<file path="src/sv/prpf_pkg.sv">
// Shared types, constants and codes for the polygon region point filter.
package prpf_pkg;

    localparam int MAX_VERTICES_DEF = 64;

    localparam int VIDX_W     = 6;
    localparam int COORD_W    = 32;
    localparam int INTEN_W    = 16;
    localparam int COUNT_W    = 7;
    localparam int DIFF_W     = COORD_W + 1;
    localparam int PROD_W     = 2 * DIFF_W;

    localparam int CFG_ADDR_W = 3;
    localparam int CFG_DATA_W = 32;

    localparam int IN_TDATA_W   = 120;
    localparam int OUT_TDATA_W  = 112;
    localparam int OUT_TUSER_W  = 2;

    // 9.0 in Q8.8 and the guard band around it.
    localparam logic [INTEN_W-1:0] NINE_Q88      = 16'd2304;
    localparam logic [INTEN_W-1:0] NEAR_NINE_LSB = 16'd2;

    typedef enum logic
    {
        FUNC_LOAD  = 1'b0,
        FUNC_POINT = 1'b1
    } func_t;

    typedef enum logic [CFG_ADDR_W-1:0]
    {
        REG_VERTEX_COUNT     = 3'd0,
        REG_MIN_Z            = 3'd1,
        REG_MAX_Z            = 3'd2,
        REG_INTENSITY_ENABLE = 3'd3,
        REG_MIN_INTENSITY    = 3'd4,
        REG_MAX_INTENSITY    = 3'd5,
        REG_KEEP_OUTSIDE     = 3'd6
    } cfg_reg_t;

    // One item moving down the cell chain: the input fields, the flags worked
    // out at entry, the running crossing parity and the vertices it carries.
    typedef struct packed
    {
        func_t                      func;
        logic [VIDX_W-1:0]          vidx;
        logic signed [COORD_W-1:0]  px;
        logic signed [COORD_W-1:0]  py;
        logic signed [COORD_W-1:0]  pz;
        logic [INTEN_W-1:0]         inten;
        logic                       zok;
        logic                       rescue;
        logic                       parity;
        logic signed [COORD_W-1:0]  v0x;
        logic signed [COORD_W-1:0]  v0y;
        logic signed [COORD_W-1:0]  prevx;
        logic signed [COORD_W-1:0]  prevy;
    } item_t;

endpackage

</file>
<file path="src/sv/prpf_cell.sv">
// One cell of the chain: holds at most one polygon vertex and tests at most one edge in three stages.
module prpf_cell #(
    parameter int IDX          = 0,
    parameter int MAX_VERTICES = prpf_pkg::MAX_VERTICES_DEF,
    parameter int CNT_W        = 7
) (
    input  logic            clk,
    input  logic            rst_n,
    input  logic            en,
    input  logic            in_valid,
    input  prpf_pkg::item_t in_item,
    input  logic [CNT_W-1:0] n_used,
    output logic            out_valid,
    output prpf_pkg::item_t out_item
);
    import prpf_pkg::*;

    localparam bit IS_CLOSE = (IDX == MAX_VERTICES);
    localparam bit WRITABLE = (IDX < MAX_VERTICES) && (IDX < 2 ** VIDX_W);

    logic signed [COORD_W-1:0] end_x;
    logic signed [COORD_W-1:0] end_y;

    // The closing cell uses vertex 0 as its far end. A slot that no load can
    // reach is never valid to read, so it simply mirrors vertex 0 as well.
    generate
        if (WRITABLE)
        begin : g_store
            logic signed [COORD_W-1:0] vx_reg;
            logic signed [COORD_W-1:0] vy_reg;

            always_ff @(posedge clk)
            begin
                if (en && in_valid && (in_item.func == FUNC_LOAD) &&
                    (in_item.vidx == VIDX_W'(IDX)))
                begin
                    vx_reg <= in_item.px;
                    vy_reg <= in_item.py;
                end
            end

            assign end_x = vx_reg;
            assign end_y = vy_reg;
        end
        else
        begin : g_nostore
            assign end_x = in_item.v0x;
            assign end_y = in_item.v0y;
        end
    endgenerate

    // Stage 1: pick the edge, form the differences.
    item_t                    s1_item_next;
    logic                     edge_on;
    logic signed [DIFF_W-1:0] dy;
    logic signed [DIFF_W-1:0] dx;
    logic signed [DIFF_W-1:0] dy_abs;
    logic signed [DIFF_W-1:0] dx_adj;
    logic signed [DIFF_W-1:0] la;
    logic signed [DIFF_W-1:0] ra;
    logic                     straddle;

    always_comb
    begin
        s1_item_next = in_item;
        edge_on      = 1'b0;
        if (in_item.func == FUNC_POINT)
        begin
            if (IS_CLOSE)
            begin
                edge_on = (n_used != '0);
            end
            else if (IDX == 0)
            begin
                s1_item_next.v0x   = end_x;
                s1_item_next.v0y   = end_y;
                s1_item_next.prevx = end_x;
                s1_item_next.prevy = end_y;
            end
            else if (CNT_W'(IDX) < n_used)
            begin
                edge_on            = 1'b1;
                s1_item_next.prevx = end_x;
                s1_item_next.prevy = end_y;
            end
        end
    end

    always_comb
    begin
        dy       = DIFF_W'(end_y) - DIFF_W'(in_item.prevy);
        dx       = DIFF_W'(end_x) - DIFF_W'(in_item.prevx);
        dy_abs   = dy[DIFF_W-1] ? -dy : dy;
        dx_adj   = dy[DIFF_W-1] ? -dx : dx;
        la       = DIFF_W'(in_item.px) - DIFF_W'(in_item.prevx);
        ra       = DIFF_W'(in_item.py) - DIFF_W'(in_item.prevy);
        straddle = edge_on &&
                   ((in_item.prevy <= in_item.py) != (end_y <= in_item.py));
    end

    logic                     s1_valid_reg;
    item_t                    s1_item_reg;
    logic                     s1_cross_reg;
    logic signed [DIFF_W-1:0] s1_la_reg;
    logic signed [DIFF_W-1:0] s1_lb_reg;
    logic signed [DIFF_W-1:0] s1_ra_reg;
    logic signed [DIFF_W-1:0] s1_rb_reg;

    // Stage 2: the two cross products.
    logic                     s2_valid_reg;
    item_t                    s2_item_reg;
    logic                     s2_cross_reg;
    logic signed [PROD_W-1:0] s2_lhs_reg;
    logic signed [PROD_W-1:0] s2_rhs_reg;

    // Stage 3: compare and fold into the parity.
    logic                     s3_valid_reg;
    item_t                    s3_item_reg;
    item_t                    s3_item_next;

    always_comb
    begin
        s3_item_next        = s2_item_reg;
        s3_item_next.parity = s2_item_reg.parity ^
                              (s2_cross_reg && (s2_lhs_reg < s2_rhs_reg));
    end

    always_ff @(posedge clk or negedge rst_n)
    begin
        if (!rst_n)
        begin
            s1_valid_reg <= 1'b0;
            s2_valid_reg <= 1'b0;
            s3_valid_reg <= 1'b0;
        end
        else if (en)
        begin
            s1_valid_reg <= in_valid;
            s2_valid_reg <= s1_valid_reg;
            s3_valid_reg <= s2_valid_reg;
        end
    end

    always_ff @(posedge clk)
    begin
        if (en)
        begin
            s1_item_reg  <= s1_item_next;
            s1_cross_reg <= straddle;
            s1_la_reg    <= la;
            s1_lb_reg    <= dy_abs;
            s1_ra_reg    <= ra;
            s1_rb_reg    <= dx_adj;

            s2_item_reg  <= s1_item_reg;
            s2_cross_reg <= s1_cross_reg;
            s2_lhs_reg   <= s1_la_reg * s1_lb_reg;
            s2_rhs_reg   <= s1_ra_reg * s1_rb_reg;

            s3_item_reg  <= s3_item_next;
        end
    end

    assign out_valid = s3_valid_reg;
    assign out_item  = s3_item_reg;

endmodule

</file>
<file path="config.mk">
export PLATFORM = sky130hd
export DESIGN_NAME = prpf_cell
export DESIGN_NICKNAME = d
export VERILOG_FILES = /design/src/sv/prpf_pkg.sv /design/src/sv/prpf_cell.sv
export SDC_FILE = /design/constraint.sdc
export NUM_CORES = 1
export LEC_CHECK = 0
export ABC_AREA = 1
export BUFFER_PORTS_ARGS = -buffer_cell sky130_fd_sc_hd__buf_2
export CELL_PAD_IN_SITES_DETAIL_PLACEMENT = 0
export CELL_PAD_IN_SITES_GLOBAL_PLACEMENT = 1
export CORE_ASPECT_RATIO = 2
export CORE_MARGIN = 3
export CORE_UTILIZATION = 47
export CTS_CLUSTER_DIAMETER = 60
export DETAILED_ROUTE_END_ITERATION = 10
export PLACE_DENSITY = 0.76
export SLEW_MARGIN = 20
export SYNTH_ARGS = -nofsm -noshare
export SYNTH_HDL_FRONTEND = slang
export SYNTH_SLANG_ARGS = --single-unit
</file>
<file path="constraint.sdc">
create_clock -name clk -period 1 [get_ports clk]
set_input_delay 0.15 -clock clk [delete_from_list [all_inputs] [get_ports clk]]
set_output_delay 0.15 -clock clk [all_outputs]
set_load 0.02 [all_outputs]
</file>
==> results.md <==
| Quantity | This run |
|:---|:---|
| Core area | 54700 um^2 |
| Top cell type by total area after synthesis | edfxtp_1 |
| Post-Route Skew | 14.9 ps |
| Root buffer cell | clkbuf_16 |
| Max-capacitance violation count | 0 |
| Post-synthesis net count | 1435 |
| Pint | 56700 uW |
| Number of placed I/O pins | 512 |
| RSZ-0062 raised after global routing | true |
| FP Rows | 121 |
| Share of the synthesized area in the top cell type | 93.7% |
| Final layout net count | 2290 |
| Worst-path cell with the longest stage delay | edfxtp_1 |
| Overall via count from detail_route | 13300 |
| Post-Synthesis Mean Instance Area | 22.2 um^2 |
| Width of the die | 173 um |
| Number of placed instances, taps included | 2444 |
| Worst min-delay path class | in -> reg |
| Half-perimeter wire length after detailed placement | 36500 um |
| Worst path setup slack after routing | -410 ps |
| Min cycle time layout | 1410 ps |
| Clock tree from TritonCTS | built |
| Fraction of power consumed by combinational cells | 6.5% |
| Category of the most critical setup path | reg -> out |
| # H-tree levels | 3 |
| Yosys reg bits | 817 |
| Clock Latency Late Sink | 600 ps |
| Cell Count, Final, Fillers Out | 2830 |
| Largest fanout of any net on the critical path | 1 |
| Delay of the slowest cell on the worst path | 500 ps |
| Part of the Yosys area used for sequential elements | 93.9% |
| Initial standard-cell utilization of the core | 47.8% |
| Worst path bufs/invs | 1 |
| Worst path top cell family by delay | flip-flops |
| Total global routing overflow | 0 |
| Switching fraction of total power | 21.3% |
| Count of warnings emitted by yosys | 0 |
| Detail-routed net length per standard cell | 20.5 um |
| Worst slew margin relative to its limit | 62.8% |
| Sum of internal, switching and leakage power | 72000 uW |
| Crit. End Element | primary output |
| Global-route wire length before repair | 84600 um |
| Clock slew at reported path FFs | 60 ps |
| Main area contributors after synthesis | edfxtp_1, o21ai_0, inv_1 |
| Net switching power of the design | 15300 uW |
| Post-detailed-placement cell area | 30000 um^2 |
| Number of sinks handled by clock tree synthesis | 817 |
| Syn Inst Count | 1174 |
| Fraction of layout cells with a size suffix above 1 | 31.9% |
| Number of violations reported at the end of detailed-routing iteration 0 | 985 |
| Final-report hold violation count | 0 |
| Via density | 4.70 |
| Leading cell types in the layout, fill and taps excluded | edfxtp_1, buf_2, dlygate4sd3_1, buf_6, inv_1 |
| Maximum vdd drop | 1.66 mV |
| Summed instance area of the synthesized netlist | 26100 um^2 |
| Power density normalized to cell area | 2000 nW/um^2 |
| Worst path arrival time | 1260 ps |
| Required time of the critical path | 850 ps |
| Post-route design area | 36000 um^2 |
| Finish-stage setup viols | 251 |
| Violations in the final reports | negative setup slack |
| Crit path launch type | flop |
| Num CTS Buffers | 70 |
| Largest buffer count on any clock path | 3 |
| Signed area change from the synthesized netlist to the final layout | 38.1% |
| Result of the run | finished with violations |
| Overall Global Routing Usage | 19.3% |
| Largest net degree at the start of global routing | 114 |
| Clock network fraction of total power | 37.0% |
| Number of global-route vias before repair | 14400 |
| Area enclosed by the die boundary | 58600 um^2 |
| Total length of routed wires | 58000 um |
| Router iterations before antenna repair | 5 |
| Count of unique library cells instantiated by Yosys | 13 |
| Worst path cell trace | buf_6 |
| Die Height | 339 um |
| Post-CTS setup buffer count | 0 |
| Number of antenna violations at the first check in global routing | 7 |
| Power share of the sequential group | 56.6% |
| Fin crit share | 141% |
| Actual transition at the worst max-transition pin | 559 ps |
| GP Congestion | 0.811 |
| Top achievable clock speed | 709 MHz |
| Routed Antenna Nets | 0 |
| Count of port buffers added during placement | 504 |
| Commonest non-fill, non-tap cell in the layout | edfxtp_1 |
| Leakage power figure | 0.0139 uW |
| Total count of max-transition violations in the final report | 0 |
| Number of remaining DRC errors | 0 |
power by group through the flow:
stage          registers [uW]  logic, uW  clock network (uW)
5_1_grt                 40900       4960               28600
2_1_floorplan           41900        363                   0
3_3_place_gp            41200       3240                   0
4_1_cts                 40700       4530               27100
3_5_place_dp            41300       3310                   0
6_report                40700       4650               26600
through the flow:
stage	setup slack (ps)	setup TNS [ps]	util [%]	hold WS, ps
detailed placement	-402	-218570	54.9	-42.3
global placement	-447	-205950	54.9	-45.5
finish	-410	-72760	65.9	58.0
floorplan	-852	-54540	-	-146
CTS	-458	-83950	65.5	29.4
global route	-451	-86090	65.9	58.4
metal layers:
metal	part of all wire, %	wire (um)	global-route usage, %	vias to the layer above
met2	52	30300	33.9	597
met3	8.0	4630	6.10	148
met4	5.5	3210	10.5	2
met5	0.022	13	0	-
met1	34	19800	20.5	6424
li1	-	-	-	6135
cells in the mapped netlist:
| cell | n |
|---|---|
| nand3_1 | 1 |
| buf_6 | 7 |
| edfxtp_1 | 814 |
| buf_2 | 11 |
| buf_4 | 2 |
| nor2_1 | 5 |
| o21ai_1 | 8 |
| inv_1 | 132 |
| nand2_1 | 67 |
| o21ai_0 | 122 |
| clkbuf_1 | 1 |
| dfrtp_1 | 3 |
| a21oi_1 | 1 |
final cells by class:
class	count	area, um^2
inverters	132	495
clock buffers	79	1790
repair buffers	804	6900
flip-flops and latches	817	24500
diodes	6	15.0
fillers	3435	18600
well taps	738	923
clock inverters	50	463
multi-input cells	204	938
cells by family (layout without fill, tap and decap cells):
logic type             after synthesis  in the layout  share of synthesized area (%)
flip-flops                         817            817                           93.9
buffers and inverters              153           1065                           2.48
AO/OA/AOI/OAI                      131            131                           2.51
AND/OR/NAND/NOR                     73             73                           1.05
other                                0              6                              0
what timing repair did:
| action | 4_1_cts | 5_1_grt |
|---|---|---|
| pin swaps | 0 | 0 |
| hold buffers | 251 | 0 |
| endpoints found under the hold margin | 316 | 0 |
| endpoints found under the setup margin | 251 | 251 |
| resized for setup | 326 | 79 |
worst paths after layout:
| path | startpoint | end | slack (ps) | depth (start not counted) |
|---|---|---|---|---|
| min | in_item[249] | s1_item_reg[68]$_DFFE_PP_ | 60 | 4 |
| max reg2reg | end_y[20]$_DFFE_PP_ | s1_item_reg[84]$_DFFE_PP_ | 90 | 2 |
| max | out_item[166]$_DFFE_PP_ | out_item[166] | -410 | 1 |
| max in group asynchronous | rst_n | s2_valid_reg$_DFFE_PN0P_ | 350 | 3 |
| min in group asynchronous | rst_n | s1_valid_reg$_DFFE_PN0P_ | 480 | 3 |
| min reg2reg | s1_item_reg[84]$_DFFE_PP_ | s2_item_reg[84]$_DFFE_PP_ | 410 | 0 |
No activity file was read; power rests on OpenSTA's default activity.
